**src/hw/rtl/dfam_pkg.sv**
```systemverilog
`timescale 1ns / 1ps
package dfam_pkg;
    localparam int MAX_STATES_DEF  = 16;
    localparam int MAX_SYMBOLS_DEF = 4;

    typedef enum logic [1:0] {
        OP_WRITE_TRANS  = 2'd0,
        OP_WRITE_ACCEPT = 2'd1,
        OP_RUN          = 2'd2,
        OP_NONE         = 2'd3
    } op_t;

    localparam logic [1:0] CFG_NUM_STATES  = 2'd0;
    localparam logic [1:0] CFG_NUM_SYMBOLS = 2'd1;
    localparam logic [1:0] CFG_START_STATE = 2'd2;

    typedef enum logic [3:0] {
        ST_IDLE,
        ST_REACH_RD,
        ST_REACH_UPD,
        ST_INIT_MARK,
        ST_FILL_RD_S,
        ST_FILL_RD_P,
        ST_FILL_CHK,
        ST_CLASS_SCAN,
        ST_EMIT_RD,
        ST_EMIT_OUT
    } state_t;
endpackage

```
**src/hw/rtl/dfam_ram.sv**
```systemverilog
`timescale 1ns / 1ps
module dfam_ram #(
    parameter int WIDTH = 4,
    parameter int DEPTH = 64
) (
    input  logic                     clk,
    input  logic                     we,
    input  logic [$clog2(DEPTH)-1:0] waddr,
    input  logic [WIDTH-1:0]         wdata,
    input  logic [$clog2(DEPTH)-1:0] raddr,
    output logic [WIDTH-1:0]         rdata
);
    logic [WIDTH-1:0] mem [DEPTH];

    // write port and registered read port
    always_ff @(posedge clk)
    begin
        if (we)
        begin
            mem[waddr] <= wdata;
        end
        rdata <= mem[raddr];
    end
endmodule

```
**src/hw/rtl/dfa_minimizer_core.sv**
```systemverilog
`timescale 1ns / 1ps
// DFA minimizer. Load items (transition or accept flag writes) are taken one per cycle while
// the block is idle and produce no output. A run item occupies the block until its last result
// is taken: it walks the transition RAM through its single registered read port. The
// reachability pass sweeps the states, repeated until nothing changes; each table-filling
// sweep tests up to N*(N-1)/2 pairs, repeated until nothing changes; class numbering
// follows; output gives one (class, symbol) result at a time and holds it while the master
// side stalls. No clearing pass is needed after reset.
module dfa_minimizer_core #(
    parameter int MAX_STATES  = dfam_pkg::MAX_STATES_DEF,
    parameter int MAX_SYMBOLS = dfam_pkg::MAX_SYMBOLS_DEF
) (
    input  logic        clk,
    input  logic        rst_n,
    input  logic        cfg_we,
    input  logic [1:0]  cfg_index,
    input  logic [4:0]  cfg_data,
    input  logic        s_tvalid,
    output logic        s_tready,
    // op[1:0], state_index[5:2], symbol_index[7:6], target_state[11:8], accepting[12]
    input  logic [15:0] s_tdata,
    output logic        m_tvalid,
    input  logic        m_tready,
    // class_state[3:0], symbol[5:4], class_target[9:6], class_accepting[10], class_is_start[11]
    output logic [15:0] m_tdata,
    output logic        m_tlast
);
    localparam int SW = $clog2(MAX_STATES);
    localparam int KB = $clog2(MAX_SYMBOLS);
    localparam int AW = SW + KB;

    localparam logic [1:0] CFG_IDX0 = dfam_pkg::CFG_NUM_STATES;
    localparam logic [1:0] CFG_IDX1 = dfam_pkg::CFG_NUM_SYMBOLS;
    localparam logic [1:0] CFG_IDX2 = dfam_pkg::CFG_START_STATE;

    logic [4:0] num_states_reg;
    logic [2:0] num_symbols_reg;
    logic [3:0] start_state_reg;

    logic [MAX_STATES-1:0] accept_reg;
    logic [MAX_STATES-1:0] reach_reg, reach_next;
    logic [MAX_STATES-1:0] dist_reg [MAX_STATES];
    logic [3:0]            cls_reg  [MAX_STATES];
    logic [3:0]            rep_reg  [MAX_STATES];

    dfam_pkg::state_t st_reg, st_next;
    logic [SW-1:0] s_reg, s_next, p_reg, p_next;
    logic [2:0]    a_reg, a_next;
    logic          chg_reg, chg_next;
    logic [4:0]    cnt_reg, cnt_next;
    logic          found_reg, found_next;
    logic [SW-1:0] ts_reg, ts_next;
    logic          rd_ph_reg, rd_ph_next;

    // decode input transaction
    logic [1:0] in_op;
    logic [3:0] in_si, in_tgt;
    logic [1:0] in_sym;
    logic       in_acc;
    assign in_op  = s_tdata[1:0];
    assign in_si  = s_tdata[5:2];
    assign in_sym = s_tdata[7:6];
    assign in_tgt = s_tdata[11:8];
    assign in_acc = s_tdata[12];

    // clamp configuration
    logic [4:0] n_use;
    logic [2:0] k_use;
    logic [SW-1:0] start_use, last_st;
    always_comb
    begin
        n_use = num_states_reg;
        if (n_use == 5'd0) n_use = 5'd1;
        if (n_use > 5'(MAX_STATES)) n_use = 5'(MAX_STATES);
        k_use = num_symbols_reg;
        if (k_use == 3'd0) k_use = 3'd1;
        if (k_use > 3'(MAX_SYMBOLS)) k_use = 3'(MAX_SYMBOLS);
        last_st = SW'(n_use - 5'd1);
        start_use = (5'(start_state_reg) >= n_use) ? last_st : SW'(start_state_reg);
    end

    logic acc_in;
    assign s_tready = (st_reg == dfam_pkg::ST_IDLE);
    assign acc_in = s_tvalid && s_tready;

    // transition RAM
    logic          ram_we;
    logic [AW-1:0] ram_waddr, ram_raddr;
    logic [3:0]    ram_rdata;
    logic [SW-1:0] rd_state;
    assign ram_we = acc_in && (in_op == dfam_pkg::OP_WRITE_TRANS)
                    && (5'(in_si) < 5'(MAX_STATES)) && (3'(in_sym) < 3'(MAX_SYMBOLS));
    generate
        if (KB > 0)
        begin : g_addr
            assign ram_waddr = {in_si[SW-1:0], in_sym[KB-1:0]};
            assign ram_raddr = {rd_state, a_reg[KB-1:0]};
        end
        else
        begin : g_addr1
            assign ram_waddr = in_si[SW-1:0];
            assign ram_raddr = rd_state;
        end
    endgenerate

    dfam_ram #(.WIDTH(4), .DEPTH(1 << AW)) u_ram (
        .clk(clk), .we(ram_we), .waddr(ram_waddr), .wdata(in_tgt),
        .raddr(ram_raddr), .rdata(ram_rdata)
    );

    // clamp read target
    logic [SW-1:0] rd_t;
    assign rd_t = (5'(ram_rdata) >= n_use) ? last_st : SW'(ram_rdata);

    // pair lookup helper
    function automatic logic marked(input logic [SW-1:0] x, input logic [SW-1:0] y,
                                    input logic [MAX_STATES-1:0] d [MAX_STATES]);
        logic [SW-1:0] lo, hi;
        lo = (x < y) ? x : y;
        hi = (x < y) ? y : x;
        return (lo != hi) && d[lo][hi];
    endfunction

    logic out_v_reg;
    logic out_take;
    assign out_take = out_v_reg && m_tready;

    logic last_sym, last_cls;
    assign last_sym = (a_reg == k_use - 3'd1);
    assign last_cls = (5'(s_reg) + 5'd1 == cnt_reg);

    // sequencer
    always_comb
    begin
        st_next = st_reg; s_next = s_reg; p_next = p_reg; a_next = a_reg;
        chg_next = chg_reg; cnt_next = cnt_reg; found_next = found_reg;
        ts_next = ts_reg; rd_ph_next = rd_ph_reg; reach_next = reach_reg;
        rd_state = s_reg;
        case (st_reg)
            dfam_pkg::ST_IDLE:
            begin
                if (acc_in && in_op == dfam_pkg::OP_RUN)
                begin
                    reach_next = '0;
                    reach_next[start_use] = 1'b1;
                    s_next = '0; a_next = '0; chg_next = 1'b0;
                    st_next = dfam_pkg::ST_REACH_RD;
                end
            end
            dfam_pkg::ST_REACH_RD:
            begin
                if (!reach_reg[s_reg])
                begin
                    if (s_reg == last_st)
                    begin
                        s_next = '0;
                        if (chg_reg) chg_next = 1'b0;
                        else st_next = dfam_pkg::ST_INIT_MARK;
                    end
                    else s_next = s_reg + 1'b1;
                end
                else st_next = dfam_pkg::ST_REACH_UPD;
            end
            dfam_pkg::ST_REACH_UPD:
            begin
                if (!reach_reg[rd_t])
                begin
                    reach_next[rd_t] = 1'b1;
                    chg_next = 1'b1;
                end
                st_next = dfam_pkg::ST_REACH_RD;
                if (last_sym)
                begin
                    a_next = '0;
                    if (s_reg == last_st)
                    begin
                        s_next = '0;
                        if (chg_reg || !reach_reg[rd_t]) chg_next = 1'b0;
                        else st_next = dfam_pkg::ST_INIT_MARK;
                    end
                    else s_next = s_reg + 1'b1;
                end
                else a_next = a_reg + 3'd1;
            end
            dfam_pkg::ST_INIT_MARK:
            begin
                s_next = '0; p_next = SW'(1); a_next = '0; chg_next = 1'b0;
                rd_ph_next = 1'b0;
                st_next = (last_st == '0) ? dfam_pkg::ST_CLASS_SCAN : dfam_pkg::ST_FILL_RD_S;
                if (last_st == '0) begin s_next = '0; p_next = '0; cnt_next = '0; end
            end
            dfam_pkg::ST_FILL_RD_S:
            begin
                // skip pairs that need no test
                if (!reach_reg[s_reg] || !reach_reg[p_reg] || dist_reg[s_reg][p_reg])
                begin
                    if (p_reg == last_st)
                    begin
                        if (5'(s_reg) + 5'd2 >= n_use)
                        begin
                            s_next = '0; p_next = SW'(1);
                            if (chg_reg) chg_next = 1'b0;
                            else
                            begin
                                p_next = '0; cnt_next = '0; found_next = 1'b0;
                                st_next = dfam_pkg::ST_CLASS_SCAN;
                            end
                        end
                        else
                        begin
                            s_next = s_reg + 1'b1; p_next = s_reg + SW'(2);
                        end
                    end
                    else p_next = p_reg + 1'b1;
                end
                else
                begin
                    rd_state = s_reg;
                    st_next = dfam_pkg::ST_FILL_RD_P;
                end
            end
            dfam_pkg::ST_FILL_RD_P:
            begin
                rd_state = p_reg;
                ts_next = rd_t;
                st_next = dfam_pkg::ST_FILL_CHK;
            end
            dfam_pkg::ST_FILL_CHK:
            begin
                rd_state = p_reg;
                if (!rd_ph_reg)
                begin
                    rd_ph_next = 1'b1;
                end
                else
                begin
                    rd_ph_next = 1'b0;
                    a_next = '0;
                    st_next = dfam_pkg::ST_FILL_RD_S;
                    if (marked(ts_reg, rd_t, dist_reg))
                        chg_next = 1'b1;
                    else if (!last_sym)
                        a_next = a_reg + 3'd1;
                    else
                    begin
                        // pair survives every symbol: advance to the next pair
                        if (p_reg == last_st)
                        begin
                            if (5'(s_reg) + 5'd2 >= n_use)
                            begin
                                s_next = '0; p_next = SW'(1);
                                if (chg_reg) chg_next = 1'b0;
                                else
                                begin
                                    p_next = '0; cnt_next = '0; found_next = 1'b0;
                                    st_next = dfam_pkg::ST_CLASS_SCAN;
                                end
                            end
                            else
                            begin
                                s_next = s_reg + 1'b1; p_next = s_reg + SW'(2);
                            end
                        end
                        else p_next = p_reg + 1'b1;
                    end
                end
                if (!rd_ph_reg) st_next = dfam_pkg::ST_FILL_CHK;
            end
            dfam_pkg::ST_CLASS_SCAN:
            begin
                if (p_reg == s_reg || (reach_reg[p_reg] && !dist_reg[p_reg][s_reg]
                                       && p_reg != s_reg))
                begin
                    if (reach_reg[s_reg] && p_reg == s_reg && !found_reg)
                        cnt_next = cnt_reg + 5'd1;
                    p_next = '0; found_next = 1'b0;
                    if (s_reg == last_st)
                    begin
                        s_next = '0; a_next = '0;
                        st_next = dfam_pkg::ST_EMIT_RD;
                    end
                    else s_next = s_reg + 1'b1;
                end
                else p_next = p_reg + 1'b1;
            end
            dfam_pkg::ST_EMIT_RD:
            begin
                rd_state = SW'(rep_reg[s_reg]);
                if (!rd_ph_reg) rd_ph_next = 1'b1;
                else
                begin
                    rd_ph_next = 1'b0;
                    st_next = dfam_pkg::ST_EMIT_OUT;
                end
            end
            dfam_pkg::ST_EMIT_OUT:
            begin
                rd_state = SW'(rep_reg[s_reg]);
                if (out_take)
                begin
                    if (last_sym)
                    begin
                        a_next = '0;
                        if (last_cls) st_next = dfam_pkg::ST_IDLE;
                        else
                        begin
                            s_next = s_reg + 1'b1;
                            st_next = dfam_pkg::ST_EMIT_RD;
                        end
                    end
                    else
                    begin
                        a_next = a_reg + 3'd1;
                        st_next = dfam_pkg::ST_EMIT_RD;
                    end
                end
            end
            default: st_next = dfam_pkg::ST_IDLE;
        endcase
    end

    // FILL_CHK holds rd_state at p while the read lands
    // (read of p issued in FILL_RD_P; s read issued in FILL_RD_S lands there)

    // control registers
    always_ff @(posedge clk or negedge rst_n)
    begin
        if (!rst_n)
        begin
            st_reg <= dfam_pkg::ST_IDLE;
            s_reg <= '0; p_reg <= '0; a_reg <= '0; chg_reg <= 1'b0;
            cnt_reg <= '0; found_reg <= 1'b0; rd_ph_reg <= 1'b0; ts_reg <= '0;
            num_states_reg <= 5'd16; num_symbols_reg <= 3'd4; start_state_reg <= 4'd0;
            accept_reg <= '0; reach_reg <= '0; out_v_reg <= 1'b0;
        end
        else
        begin
            st_reg <= st_next; s_reg <= s_next; p_reg <= p_next; a_reg <= a_next;
            chg_reg <= chg_next; cnt_reg <= cnt_next; found_reg <= found_next;
            rd_ph_reg <= rd_ph_next; reach_reg <= reach_next; ts_reg <= ts_next;
            if (cfg_we)
            begin
                case (cfg_index)
                    CFG_IDX0: num_states_reg <= cfg_data;
                    CFG_IDX1: num_symbols_reg <= cfg_data[2:0];
                    CFG_IDX2: start_state_reg <= cfg_data[3:0];
                    default: ;
                endcase
            end
            if (acc_in && in_op == dfam_pkg::OP_WRITE_ACCEPT && 5'(in_si) < 5'(MAX_STATES))
                accept_reg[in_si[SW-1:0]] <= in_acc;
            if (st_reg == dfam_pkg::ST_EMIT_RD && rd_ph_reg) out_v_reg <= 1'b1;
            else if (out_take) out_v_reg <= 1'b0;
        end
    end

    // pair table, class table and output payload
    logic [15:0] out_data_reg;
    logic        out_last_reg;
    always_ff @(posedge clk or negedge rst_n)
    begin
        if (!rst_n)
        begin
            for (int i = 0; i < MAX_STATES; i++)
            begin
                dist_reg[i] <= '0;
                cls_reg[i] <= '0;
            end
        end
        else
        begin
            if (st_reg == dfam_pkg::ST_INIT_MARK)
            begin
                for (int i = 0; i < MAX_STATES; i++)
                begin
                    cls_reg[i] <= '0;
                    for (int j = 0; j < MAX_STATES; j++)
                        dist_reg[i][j] <= (j > i) && (j < int'(n_use)) && reach_reg[i]
                                          && reach_reg[j] && (accept_reg[i] != accept_reg[j]);
                end
            end
            if (st_reg == dfam_pkg::ST_FILL_CHK && rd_ph_reg && marked(ts_reg, rd_t, dist_reg))
                dist_reg[s_reg][p_reg] <= 1'b1;
            if (st_reg == dfam_pkg::ST_CLASS_SCAN && reach_reg[s_reg])
            begin
                if (p_reg != s_reg && reach_reg[p_reg] && !dist_reg[p_reg][s_reg])
                    cls_reg[s_reg] <= cls_reg[p_reg];
                else if (p_reg == s_reg)
                    cls_reg[s_reg] <= cnt_reg[3:0];
            end
        end
    end

    always_ff @(posedge clk)
    begin
        if (st_reg == dfam_pkg::ST_CLASS_SCAN && reach_reg[s_reg] && p_reg == s_reg)
            rep_reg[cnt_reg[SW-1:0]] <= 4'(s_reg);
        if (st_reg == dfam_pkg::ST_EMIT_RD && rd_ph_reg)
        begin
            out_data_reg <= {4'd0, (cls_reg[start_use] == 4'(s_reg) ? 1'b1 : 1'b0),
                             accept_reg[rep_reg[s_reg][SW-1:0]], cls_reg[rd_t],
                             a_reg[1:0], 4'(s_reg)};
            out_last_reg <= last_cls && last_sym;
        end
    end

    assign m_tvalid = out_v_reg;
    assign m_tdata  = out_data_reg;
    assign m_tlast  = out_last_reg;
endmodule

```
**config.mk**
```make
export PLATFORM = sky130hd
export DESIGN_NAME = dfa_minimizer_core
export DESIGN_NICKNAME = d
export VERILOG_FILES = /design/src/hw/rtl/dfam_pkg.sv /design/src/hw/rtl/dfam_ram.sv /design/src/hw/rtl/dfa_minimizer_core.sv
export SDC_FILE = /design/constraint.sdc
export NUM_CORES = 2
export LEC_CHECK = 0
export ABC_AREA = 0
export BUFFER_PORTS_ARGS = -buffer_cell sky130_fd_sc_hd__buf_4
export CAP_MARGIN = 10
export CORE_ASPECT_RATIO = 1.25
export CORE_MARGIN = 3
export CORE_UTILIZATION = 65
export CTS_BUF_LIST = sky130_fd_sc_hd__clkbuf_16
export DETAILED_ROUTE_END_ITERATION = 6
export HOLD_SLACK_MARGIN = 0.05
export PLACE_DENSITY = 0.8
export SLEW_MARGIN = 40
export SYNTH_ARGS = -nofsm -noshare
export SYNTH_HDL_FRONTEND = slang
export SYNTH_SLANG_ARGS = --single-unit
```
**constraint.sdc**
```tcl
create_clock -name clk -period 9.5 [get_ports clk]
set_input_delay 0.95 -clock clk [delete_from_list [all_inputs] [get_ports clk]]
set_output_delay 0.95 -clock clk [all_outputs]
set_load 0.02 [all_outputs]
```
==> results.cfg <==
[outcome]
status = finished with violations
violations = design-rule violations

[logic_synthesis]
avgSynthCellArea_um2 = 11.7
async_reset_ff_share_pct = 53.8
syn-cell-area_um2 = 41500
synth_top_area_share_pct = 24.1
ys_types = 84
ys.flop_type = dfrtp_1
synth.yosys.seq_area_share_pct = 48.0
synthAdderAreaFrac_pct = 1.03
synth-edff-count = 333
synth_top_family_by_area = multiplexers
muxShareOfSynthArea_pct = 20.4
synthTopCellsByArea = edfxtp_1 24%, dfrtp_1 24%, mux4_2 17%
syn_inst = 3538
synth-seq-cells = 729
yosys.cell_count.top_type = nand2_1
synth_common_cells = 449 x nand2_1, 390 x dfrtp_1, 333 x edfxtp_1
synth_xor_area_share_pct = 3.08
synth-simple-area-share_pct = 10.4
synth_top_cell_by_area = edfxtp_1
yosysWarnings = 0
synth_compound_area_share_pct = 13.7

[setup_path]
reg2reg_slack_ns = 0.62
slowest_stage = nand3_2
required_ns = 10.03
reg2reg_depth = 25
start_kind = register
critical_path_class = reg -> reg
end_kind = register
worstReg2RegEnd = dist_reg[110]
arrival_ns = 9.41
rr_startpoint = num_states_reg[3]
path_max_fanout = 17
max_stage_delay_ns = 0.71

[timing]
max_slew_margin_pct = 34.4
fin_skew_ns = 0.0258
drv_slew = 0
setup_viol = 0
hold_viol_final = 0
setup_tns_ns = 0
layout_min_cycle_time_ns = 8.88
worst_pin_slew_ns = 0.985
rsz0062_at_grt = false
fin_ws_ns = 0.619
max_freq_mhz = 113
period_share_pct = 93.5

[pwr]
leakage_nw = 17.3
ir_drop_uv = 327
p_per_area_nw_per_um2 = 315

[global_route]
grt_pass1_vias = 33600
use_met1_pct = 50.7
grt_pass1_wl_mm = 209
grt_util_met2_pct = 64.8
met3_usage_pct = 12.8
grt_max_degree = 140
grt-ovfl-total = 0
grt_busiest_layer = met2
antenna_found_initial = 3
track_usage_pct = 41.9

[layout]
nNetsFinal = 3481
instances_no_fill = 4316
drive_gt1_share_pct = 19.1
fin_area_um2 = 45000
syn_to_final_growth_pct = 8.44

[cts]
root_buffer = clkbuf_16
cts_hold_buf = 0
numCtsBuffers = 74
max-clock-path-buffers = 3
clk_pin_slew_ns = 0.06
cts_tree = done
cts_sinks = 729
ctsResizeCount = 0
cts-htree-levels = 3
clock_latency_ns = 0.66
cts_setup_buffers = 0

[floorplanning]
start_util_pct = 66.3
io_pins = 47
die_width_um = 232
dieArea_um2 = 66900
num_rows = 102
fp.coreArea_um2 = 62500
die_y_um = 288

[placement]
gp_congestion = 1.02
hpwl_mm = 87.0
place_inst = 4172
io_buffers = 39
dp_slack_ns = 1.23
place_area_um2 = 42500

[detailed_routing]
drt-initial-drc-count = 5232
antenna_left = 0
drt-total-wl_mm = 139
wire_per_inst_um = 32.1
dr.pass1.iters = 7
via_per_inst = 7.77
vias = 33500
remaining_drc_errors = 8

[hold_path]
worstHoldPathType = in -> async

[run]
drv_cap = 0
[worst max path at each step]
stage / depth (start not counted) / start / to / slack, ns
final: 25 / num_states_reg[3] / dist_reg[110] / 0.62
after global routing: 25 / num_states_reg[1] / dist_reg[105] / 0.33
after CTS: 25 / num_states_reg[1] / dist_reg[193] / 1.20
after detailed placement: 25 / num_states_reg[1] / dist_reg[176] / 1.23
after global placement: 25 / num_states_reg[1] / dist_reg[79] / 1.16
after floorplan: 28 / num_states_reg[1] / s_reg[3] / 3.17
[power breakdown]
group          switching, mW  internal [mW]  total, mW
registers              0.539           3.51       4.04
logic                   4.81           2.40       7.21
clock network           1.32           1.60       2.92
total                   6.67           7.51       14.2
[critical path: cells and delay by family (launching register included)]
family                   cells  cell delay [ns]
adder cells (fa/ha/maj)      2             0.86
flip-flops                   1             0.55
multiplexers                 1             0.62
AO/OA/AOI/OAI                8             2.61
AND/OR/NAND/NOR              9             2.80
buffers and inverters        5             1.27
[layer usage]
metal	wire length, um	vias to the layer above
met5	16	-
met4	12900	2
met3	18300	924
met2	63100	2970
met1	44200	16300
li1	-	13300
[kinds of logic (layout without fill, tap and decap cells)]
kind of cell / after synthesis / in the layout
other: 1 / 10
buffers and inverters: 354 / 291
multiplexers: 459 / 459
AO/OA/AOI/OAI: 860 / 860
flip-flops: 729 / 729
XOR/XNOR: 146 / 146
AND/OR/NAND/NOR: 955 / 955
adder cells (fa/ha/maj): 34 / 34
[per-stage QoR]
| stage | total power [mW] | utilization, % | hold slack, ns |
|---|---|---|---|
| after floorplan | 8.53 | - | 0.451 |
| after global placement | 10.6 | 67.6 | 0.480 |
| after detailed placement | 10.8 | 67.9 | 0.498 |
| after CTS | 13.7 | 71.7 | 0.374 |
| after global routing | 14.5 | 71.9 | 0.405 |
| final | 14.2 | 71.9 | 0.348 |
[cells in the final DEF (no fill, tap or decap), drive strengths merged, types with 10 or more instances in the layout]
cell type,synthesis,routed
and2,34,34
and3,26,26
edfxtp,333,333
a22oi,47,47
mux4,304,304
o21ai,302,302
nor2,188,188
a31oi,15,15
or3,10,10
a22o,45,45
nand3,99,99
o31ai,11,11
nand4,15,15
buf,78,120
nor3,34,34
xor2,129,129
mux2,51,51
o211ai,10,10
dfrtp,390,390
ha,34,34
clkinv,3,32
mux2i,104,104
clkbuf,240,74
a21oi,149,149
inv,33,57
a32oi,114,114
nor2b,42,42
nand2b,20,20
nand2,449,449
xnor2,17,17
o22ai,21,21
a211oi,52,52
[final cells by class]
type                       instances  area (um^2)
antenna                            6         15.0
clock buffer                      74         1850
clock inverter                    61          523
fill                            4153        17600
inverter                          36          135
multi-input combinational       2458        20400
sequential                       729        19900
tap                              832         1040
timing repair buffer             120         1040
Power figures use the tool's default switching activity.
